--- src/hw/rtl/swpf_pkg.sv ---
`timescale 1ns / 1ps
`default_nettype none
// ----------------------------------------------------------------------------
// swpf_pkg: shared types and constants of the servo write packet framer
// Frame byte codes, byte positions, controller state, command and status
// structs, and the CRC-16 (poly 0x8005) byte fold.
// ----------------------------------------------------------------------------
package swpf_pkg;

  localparam logic [7:0]  HDR_SYNC     = 8'hFF;
  localparam logic [7:0]  HDR_MARK     = 8'hFD;
  localparam logic [7:0]  HDR_RSVD     = 8'h00;
  localparam logic [7:0]  INSTR_WRITE  = 8'h03;
  localparam logic [7:0]  LEN_OVERHEAD = 8'd5;
  localparam logic [15:0] CRC_POLY     = 16'h8005;

  localparam int CountW = 3;
  localparam int PosW   = 4;

  // fixed byte positions within the frame
  localparam logic [PosW-1:0] POS_SYNC0 = 4'd0;
  localparam logic [PosW-1:0] POS_SYNC1 = 4'd1;
  localparam logic [PosW-1:0] POS_MARK  = 4'd2;
  localparam logic [PosW-1:0] POS_RSVD  = 4'd3;
  localparam logic [PosW-1:0] POS_ID    = 4'd4;
  localparam logic [PosW-1:0] POS_LENL  = 4'd5;
  localparam logic [PosW-1:0] POS_LENH  = 4'd6;
  localparam logic [PosW-1:0] POS_INSTR = 4'd7;
  localparam logic [PosW-1:0] POS_ADRL  = 4'd8;
  localparam logic [PosW-1:0] POS_ADRH  = 4'd9;
  localparam logic [PosW-1:0] POS_DATA0 = 4'd10;

  typedef enum logic [0:0] {
    ST_IDLE,
    ST_EMIT
  } state_t;

  typedef struct packed {
    logic load;
    logic advance;
  } dp_cmd_t;

  typedef struct packed {
    logic last;
  } dp_status_t;

  function automatic logic [15:0] crc_fold(input logic [15:0] crc, input logic [7:0] b);
    logic [15:0] c;
    c = crc ^ {b, 8'h00};
    for (int k = 0; k < 8; k++) begin
      if (c[15]) begin
        c = {c[14:0], 1'b0} ^ CRC_POLY;
      end else begin
        c = {c[14:0], 1'b0};
      end
    end
    return c;
  endfunction

endpackage
`default_nettype wire

--- src/hw/rtl/swpf_req_if.sv ---
`timescale 1ns / 1ps
`default_nettype none
// ----------------------------------------------------------------------------
// swpf_req_if: write request channel
// Valid/ready channel carrying one write request per word.
// ----------------------------------------------------------------------------
interface swpf_req_if;
  logic        valid;
  logic        ready;
  logic [7:0]  servo_id;
  logic [15:0] reg_address;
  logic [2:0]  data_length;
  logic [31:0] data_value;

  modport source (output valid, servo_id, reg_address, data_length, data_value,
                  input ready);
  modport sink   (input valid, servo_id, reg_address, data_length, data_value,
                  output ready);
endinterface
`default_nettype wire

--- src/hw/rtl/swpf_frm_if.sv ---
`timescale 1ns / 1ps
`default_nettype none
// ----------------------------------------------------------------------------
// swpf_frm_if: frame byte channel
// Valid/ready channel carrying one frame byte and its end flag per word.
// ----------------------------------------------------------------------------
interface swpf_frm_if;
  logic       valid;
  logic       ready;
  logic [7:0] frame_byte;
  logic       frame_end;

  modport source (output valid, frame_byte, frame_end, input ready);
  modport sink   (input valid, frame_byte, frame_end, output ready);
endinterface
`default_nettype wire

--- src/hw/rtl/swpf_ctrl.sv ---
`timescale 1ns / 1ps
`default_nettype none
// ----------------------------------------------------------------------------
// swpf_ctrl: framer controller
// Idle/emit state machine driving the handshakes and datapath commands.
// ----------------------------------------------------------------------------
module swpf_ctrl
  import swpf_pkg::*;
(
  input  wire logic       clk,
  input  wire logic       rst_n,
  input  wire logic       in_valid,
  output      logic       in_ready,
  output      logic       out_valid,
  input  wire logic       out_ready,
  output      dp_cmd_t    cmd,
  input  wire dp_status_t status
);

  state_t state_r;
  state_t state_nxt;

  always_ff @(posedge clk) begin
    if (!rst_n) begin
      state_r <= ST_IDLE;
    end else begin
      state_r <= state_nxt;
    end
  end

  always_comb begin
    state_nxt   = state_r;
    in_ready    = 1'b0;
    out_valid   = 1'b0;
    cmd.load    = 1'b0;
    cmd.advance = 1'b0;
    unique case (state_r)
      ST_IDLE: begin
        in_ready = 1'b1;
        if (in_valid) begin
          cmd.load  = 1'b1;
          state_nxt = ST_EMIT;
        end
      end
      ST_EMIT: begin
        out_valid = 1'b1;
        if (out_ready) begin
          cmd.advance = 1'b1;
          // next request may enter as the last word leaves
          if (status.last) begin
            in_ready  = 1'b1;
            cmd.load  = in_valid;
            state_nxt = in_valid ? ST_EMIT : ST_IDLE;
          end
        end
      end
      default: begin
        state_nxt = ST_IDLE;
      end
    endcase
  end

endmodule
`default_nettype wire

--- src/hw/rtl/swpf_dp.sv ---
`timescale 1ns / 1ps
`default_nettype none
// ----------------------------------------------------------------------------
// swpf_dp: framer datapath
// Holds the request, the byte position and the running CRC; selects the
// current frame byte and folds every byte before the CRC into the CRC.
// ----------------------------------------------------------------------------
module swpf_dp
  import swpf_pkg::*;
#(
  parameter int MAX_DATA_BYTES = 4
)
(
  input  wire logic        clk,
  input  wire logic        rst_n,
  input  wire dp_cmd_t     cmd,
  output      dp_status_t  status,
  input  wire logic [7:0]  servo_id,
  input  wire logic [15:0] reg_address,
  input  wire logic [2:0]  data_length,
  input  wire logic [31:0] data_value,
  output      logic [7:0]  frame_byte,
  output      logic        frame_end
);

  localparam logic [CountW-1:0] MaxCount = CountW'(MAX_DATA_BYTES);

  logic [7:0]        id_r;
  logic [15:0]       addr_r;
  logic [CountW-1:0] count_r;
  logic [31:0]       value_r;
  logic [15:0]       crc_r;
  logic [PosW-1:0]   pos_r;

  logic [CountW-1:0] count_in;
  logic [PosW-1:0]   off;
  logic              fold;

  always_comb begin
    if (data_length == '0) begin
      count_in = CountW'(1);
    end else if (data_length > MaxCount) begin
      count_in = MaxCount;
    end else begin
      count_in = data_length;
    end
  end

  always_ff @(posedge clk) begin
    if (cmd.load) begin
      id_r    <= servo_id;
      addr_r  <= reg_address;
      count_r <= count_in;
      value_r <= data_value;
    end
  end

  always_ff @(posedge clk) begin
    if (!rst_n) begin
      crc_r <= '0;
      pos_r <= '0;
    end else if (cmd.load) begin
      crc_r <= '0;
      pos_r <= '0;
    end else if (cmd.advance) begin
      if (fold) begin
        crc_r <= crc_fold(crc_r, frame_byte);
      end
      pos_r <= pos_r + PosW'(1);
    end
  end

  // offset past the address bytes: data, then crc low, then crc high
  assign off = pos_r - POS_DATA0;

  always_comb begin
    fold      = 1'b1;
    frame_end = 1'b0;
    unique case (pos_r)
      POS_SYNC0, POS_SYNC1: frame_byte = HDR_SYNC;
      POS_MARK:             frame_byte = HDR_MARK;
      POS_RSVD:             frame_byte = HDR_RSVD;
      POS_ID:               frame_byte = id_r;
      POS_LENL:             frame_byte = 8'(count_r) + LEN_OVERHEAD;
      POS_LENH:             frame_byte = 8'h00;
      POS_INSTR:            frame_byte = INSTR_WRITE;
      POS_ADRL:             frame_byte = addr_r[7:0];
      POS_ADRH:             frame_byte = addr_r[15:8];
      default: begin
        if (off < PosW'(count_r)) begin
          frame_byte = value_r[8*off[1:0] +: 8];
        end else if (off == PosW'(count_r)) begin
          fold       = 1'b0;
          frame_byte = crc_r[7:0];
        end else begin
          fold       = 1'b0;
          frame_end  = 1'b1;
          frame_byte = crc_r[15:8];
        end
      end
    endcase
  end

  assign status.last = frame_end;

endmodule
`default_nettype wire

--- src/hw/rtl/servo_write_packet_framer_crc16.sv ---
`timescale 1ns / 1ps
`default_nettype none
// ----------------------------------------------------------------------------
// servo_write_packet_framer_crc16: servo bus write packet framer
// Turns one write request into a framed byte stream closed by a CRC-16.
// ----------------------------------------------------------------------------
//   channel   direction  words per request  payload
//   in_req    sink       1                  servo_id, reg_address, data_length,
//                                           data_value
//   out_frm   source     12 + n (n = 1..4)  frame_byte, frame_end
//
// One frame word leaves per cycle while out_frm is ready, stepped by the byte
// position counter in the datapath.
// A new request is taken in idle or in the cycle its predecessor's last word
// is taken. A stalled out_frm holds the current word and the CRC.
// Reset clears the state machine, position and CRC; no clearing pass.
// ----------------------------------------------------------------------------
module servo_write_packet_framer_crc16
  import swpf_pkg::*;
#(
  parameter int MAX_DATA_BYTES = 4
)
(
  input  wire logic  clk,
  input  wire logic  rst_n,
  swpf_req_if.sink   in_req,
  swpf_frm_if.source out_frm
);

  dp_cmd_t    cmd;
  dp_status_t status;

  swpf_ctrl u_ctrl (
    .clk       (clk),
    .rst_n     (rst_n),
    .in_valid  (in_req.valid),
    .in_ready  (in_req.ready),
    .out_valid (out_frm.valid),
    .out_ready (out_frm.ready),
    .cmd       (cmd),
    .status    (status)
  );

  swpf_dp #(
    .MAX_DATA_BYTES (MAX_DATA_BYTES)
  ) u_dp (
    .clk         (clk),
    .rst_n       (rst_n),
    .cmd         (cmd),
    .status      (status),
    .servo_id    (in_req.servo_id),
    .reg_address (in_req.reg_address),
    .data_length (in_req.data_length),
    .data_value  (in_req.data_value),
    .frame_byte  (out_frm.frame_byte),
    .frame_end   (out_frm.frame_end)
  );

endmodule
`default_nettype wire
--- src/flat_wrapper.sv ---
// flat-port wrapper written by rule: the top's interface ports become plain ports
module servo_write_packet_framer_crc16_flat import swpf_pkg::*;
#(
  parameter int MAX_DATA_BYTES = 4
)
  (clk, rst_n, in_req_valid, in_req_servo_id, in_req_reg_address, in_req_data_length, in_req_data_value, in_req_ready, out_frm_valid, out_frm_frame_byte, out_frm_frame_end, out_frm_ready);
  swpf_req_if in_req_i ();
  swpf_frm_if out_frm_i ();
  input  wire logic clk;
  input  wire logic rst_n;
  input wire logic [$bits(in_req_i.valid)-1:0] in_req_valid;
  input wire logic [$bits(in_req_i.servo_id)-1:0] in_req_servo_id;
  input wire logic [$bits(in_req_i.reg_address)-1:0] in_req_reg_address;
  input wire logic [$bits(in_req_i.data_length)-1:0] in_req_data_length;
  input wire logic [$bits(in_req_i.data_value)-1:0] in_req_data_value;
  output wire logic [$bits(in_req_i.ready)-1:0] in_req_ready;
  output wire logic [$bits(out_frm_i.valid)-1:0] out_frm_valid;
  output wire logic [$bits(out_frm_i.frame_byte)-1:0] out_frm_frame_byte;
  output wire logic [$bits(out_frm_i.frame_end)-1:0] out_frm_frame_end;
  input wire logic [$bits(out_frm_i.ready)-1:0] out_frm_ready;
  assign in_req_i.valid = in_req_valid;
  assign in_req_i.servo_id = in_req_servo_id;
  assign in_req_i.reg_address = in_req_reg_address;
  assign in_req_i.data_length = in_req_data_length;
  assign in_req_i.data_value = in_req_data_value;
  assign in_req_ready = in_req_i.ready;
  assign out_frm_valid = out_frm_i.valid;
  assign out_frm_frame_byte = out_frm_i.frame_byte;
  assign out_frm_frame_end = out_frm_i.frame_end;
  assign out_frm_i.ready = out_frm_ready;
  servo_write_packet_framer_crc16 #(.MAX_DATA_BYTES(MAX_DATA_BYTES)) u_core (.clk(clk), .rst_n(rst_n), .in_req(in_req_i), .out_frm(out_frm_i));
endmodule
--- config.mk ---
export PLATFORM = sky130hd
export DESIGN_NAME = servo_write_packet_framer_crc16_flat
export DESIGN_NICKNAME = d
export VERILOG_FILES = /design/src/hw/rtl/swpf_pkg.sv /design/src/hw/rtl/swpf_req_if.sv /design/src/hw/rtl/swpf_frm_if.sv /design/src/hw/rtl/swpf_ctrl.sv /design/src/hw/rtl/swpf_dp.sv /design/src/hw/rtl/servo_write_packet_framer_crc16.sv /design/src/flat_wrapper.sv
export SDC_FILE = /design/constraint.sdc
export NUM_CORES = 1
export LEC_CHECK = 0
export ABC_AREA = 1
export BUFFER_PORTS_ARGS = -buffer_cell sky130_fd_sc_hd__buf_2
export CORE_AREA = 2 2 87 89
export CTS_BUF_LIST = sky130_fd_sc_hd__clkbuf_2 sky130_fd_sc_hd__clkbuf_4 sky130_fd_sc_hd__clkbuf_8
export DETAILED_ROUTE_END_ITERATION = 10
export DIE_AREA = 0 0 89 91
export PLACE_DENSITY = 0.81
export SYNTH_ARGS = -nofsm -noshare
export SYNTH_HDL_FRONTEND = slang
export SYNTH_HIERARCHICAL = 1
export SYNTH_SLANG_ARGS = --single-unit
--- constraint.sdc ---
create_clock -name clk -period 8.1 [get_ports clk]
set_input_delay 2.025 -clock clk [delete_from_list [all_inputs] [get_ports clk]]
set_output_delay 2.025 -clock clk [all_outputs]
set_load 0.02 [all_outputs]
==> metrics.md <==
| Metric | Value |
|---|---|
| Switch share | 25.5% |
| Critical path startpoint category | register |
| Post-Synth Adder-Cell Area | 3.69% |
| Vias per Instance | 5.28 |
| Fin. max-slew vios | 0 |
| P per Cell Area | 214 nW/µm² |
| Slowest library cell on the worst path | dfxtp_1 |
| Crit path required time | 6.08 ns |
| Top Family by Delay on Critical Path | buffers and inverters |
| Commonest non-fill, non-tap cell in the layout | nand2_1 |
| Routability Congestion | 0.950 |
| PostCTS Resize Cnt | 0 |
| Worst Reg-to-Reg Cells | 17 |
| Post-synth EDFFs | 59 |
| Number of I/O port buffers | 73 |
| Min-delay worst type | reg -> reg |
| Post-synthesis simple-gate area fraction | 24.9% |
| Max-capacitance violation count | 0 |
| Clk Latency, worst-skew pair | 0.35 ns |
| Final Hold Vio Count | 0 |
| RR Endpoint | u_core/u_dp/crc_r[9]$_SDFFE_PP0P_ |
| CTS tree | yes |
| Design area | 4810 µm² |
| Leak | 0.00215 µW |
| Clk buf depth | 2 |
| H-Tree Depth | 3 |
| Postcts setup bufs | 0 |
| ANT nets after route | 0 |
| CTS Hold Bufs | 0 |
| Worst-path clk slew | 0.08 ns |
| Die W | 89 µm |
| CORE AREA | 7140 µm² |
| Placed inst area | 4540 µm² |
| GR Util All Layers | 24.9% |
| Max Fclk | 181 MHz |
| FF+latch count, synth | 80 |
| Antenna cells | 0 |
| Mux share of post-synthesis cell area | 0% |
| Slew @ Worst Pin | 1.10 ns |
| Antenna violations before repair | 0 |
| Most frequent CP cell | inv_1 |
| Mean cell area of the mapped netlist | 8.74 µm² |
| GR Layer Usage met2 | 39.7% |
| Worst-path maximum fanout | 13 |
| Asr flop ratio synth | 0% |
| Synth Area in Compound Gates | 9.31% |
| Number of warnings issued by yosys | 6 |
| Internal Power | 767 µW |
| Post-DP HPWL | 6620 µm |
| Post-DR wirelength/cell | 14.0 µm |
| Routing usage on met3 | 6.55% |
| Outcome | complete, no violations |
| Most frequent cells in the layout | 119 x nand2_1, 73 x buf_2, 59 x edfxtp_1, 57 x inv_1, 44 x nand3_1 |
| Ranking of synthesized cells by area | edfxtp_1 44%, nand2_1 11%, dfxtp_1 10% |
| Overall die area | 8100 µm² |
| Area growth, synth to finish | 18.0% |
| Vias in the first global route | 3407 |
| Xor and xnor area share after synthesis | 1.51% |
| Share of post-route cells with drive strength above 1 | 21.7% |
| Grt ovf | 0 |
| Relative slew slack | 26.2% |
| Mapped cell area | 4070 µm² |
| Root Driver | clkbuf_8 |
| RSZ-0062 raised after global routing | no |
| Die Ht | 91 µm |
| Reg power frac | 46.4% |
| Via Count | 3415 |
| Initial drt markers | 169 |
| Starting Density | 57.0% |
| Setup slack, reg-to-reg | 3.27 ns |
| Worst VDD drop | 118 µV |
| Switching power | 263 µW |
| First-pass GRT wire length | 15500 µm |
| CP bufs+invs | 6 |
| Largest net degree at the start of global routing | 61 |
| Top_reg_cell synth | edfxtp_1 |
| CTS sink cnt | 80 |
| Accumulated negative setup slack | 0 ns |
| CP endpoint kind | output pin |
| Top Ports | 74 |
| Num CTS Buffers | 9 |
| Crit share post-route | 68.0% |
| Post-synth top area cell | edfxtp_1 |
| Register area share after synthesis | 53.8% |
| Routed WL | 9080 µm |
| CP Cell Sequence | clkinv_1, ha_1, inv_1, ha_1, inv_1, nor2_1, nand2_2, inv_1, a21oi_1, o21ai_0, nand2_1, nand2_1, inv_1, buf_2 |
| Critical setup path kind | reg -> out |
| Arrival time at the worst endpoint | 3.49 ns |
| Critical path's largest stage delay | 0.62 ns |
| R2R Path Start | u_core/u_dp/pos_r[1]$_SDFFE_PP0P_ |
| Drt first pass iters | 6 |
| Final min period | 5.51 ns |
| Post-route DRC | 0 |
| Hold Crit Start | u_core/u_dp/crc_r[0]$_SDFFE_PP0P_ |
| Clock power frac | 37.5% |
| WHS Path Cells | 2 |
| Cells after Synth | 466 |
| Setup Skew | 0.00990 ns |
| Synth top area share | 43.5% |
| Largest family of logic cells by synthesized area | simple AND/OR/NAND/NOR gates |
| Met1 usage | 31.4% |
| Logic pwr share | 16.1% |
| Nets@finish | 618 |
| Hold Path End | u_core/u_dp/crc_r[0]$_SDFFE_PP0P_ |
| Final setup viols | 0 |
| Mapped Nets | 541 |
| Layer with the highest usage | met2 |
| Synth unique cells | 34 |
| Rows | 31 |
[kinds of logic (layout without fill, tap and decap cells)]
family	count (synthesis)	count (layout)
adder cells (fa/ha/maj)	12	12
buffers and inverters	70	152
flip-flops	80	80
XOR/XNOR	7	7
AND/OR/NAND/NOR	228	228
AO/OA/AOI/OAI	69	69
[tightest hold or removal path: stages, from the launching register on]
cell and delay, ns:
dfxtp_1 0.35, o211ai_1 0.10, inv_1 0.06
[how the worst max path moves through the flow]
stage | cells after the start | slack [ns] | start | to
after detailed placement | 14 | 3.07 | u_core/u_dp/pos_r[1]$_SDFFE_PP0P_ | out_frm_frame_byte[0]
after global placement | 13 | 3.29 | u_core/u_dp/pos_r[1]$_SDFFE_PP0P_ | out_frm_frame_byte[1]
after CTS | 14 | 2.64 | u_core/u_dp/pos_r[1]$_SDFFE_PP0P_ | out_frm_frame_byte[0]
final | 14 | 2.59 | u_core/u_dp/pos_r[1]$_SDFFE_PP0P_ | out_frm_frame_byte[0]
after floorplan | 17 | 1.73 | u_core/u_dp/pos_r[1]$_SDFFE_PP0P_ | u_core/u_dp/crc_r[0]$_SDFFE_PP0P_
after global routing | 13 | 2.25 | u_core/u_dp/pos_r[1]$_SDFFE_PP0P_ | out_frm_frame_byte[1]
[cell type report]
class / count / area [µm²]
Sequential cell: 80 / 2190
Tap cell: 99 / 124
Multi-Input combinational cell: 316 / 1620
Inverter: 62 / 233
Fill cell: 604 / 2330
Clock buffer: 11 / 139
Timing Repair Buffer: 74 / 373
Clock inverter: 5 / 129
[per-stage QoR]
step	cells	setup WS [ns]	total power (µW)	util (%)	hold WS [ns]
final	647	2.59	1030	67.3	0.524
after CTS	647	2.64	1030	67.3	0.519
after floorplan	466	1.73	601	-	0.457
after global placement	631	3.29	644	63.6	0.486
after global routing	647	2.25	1080	67.3	0.541
after detailed placement	631	3.07	652	63.6	0.503
[metal layers]
layer	vias up	part of all wire [%]
met5	-	0
met4	0	3.1
met3	26	6.4
met2	131	49
met1	1559	41
li1	1699	-
[synthesized netlist by cell type (2+ instances only)]
cell,number
a21oi_1,26
buf_2,3
buf_4,2
clkbuf_1,3
dfxtp_1,21
edfxtp_1,59
ha_1,12
inv_1,57
inv_2,4
nand2_1,119
nand2_2,14
nand3_1,44
nand3_2,5
nand4_1,2
nor2_1,38
nor3_1,2
o211ai_1,3
o21ai_0,30
o22ai_1,2
xor2_1,6
[state kept, by name, indices dropped and copies added, names as in the netlist]
name	flops
u_core/u_dp/value_r	32
u_core/u_dp/addr_r	16
u_core/u_dp/crc_r	16
u_core/u_dp/id_r	8
u_core/u_dp/pos_r	4
u_core/u_dp/count_r	3
u_core/u_ctrl/state_r	1
[power groups by stage]
stage	clock (µW)	combinational [µW]	sequential [µW]
3_5_place_dp	0	164	487
2_1_floorplan	0	117	484
5_1_grt	410	188	481
3_3_place_gp	0	158	487
6_report	386	166	478
4_1_cts	391	166	478
Note: power is estimated with default switching activity, not from simulation.
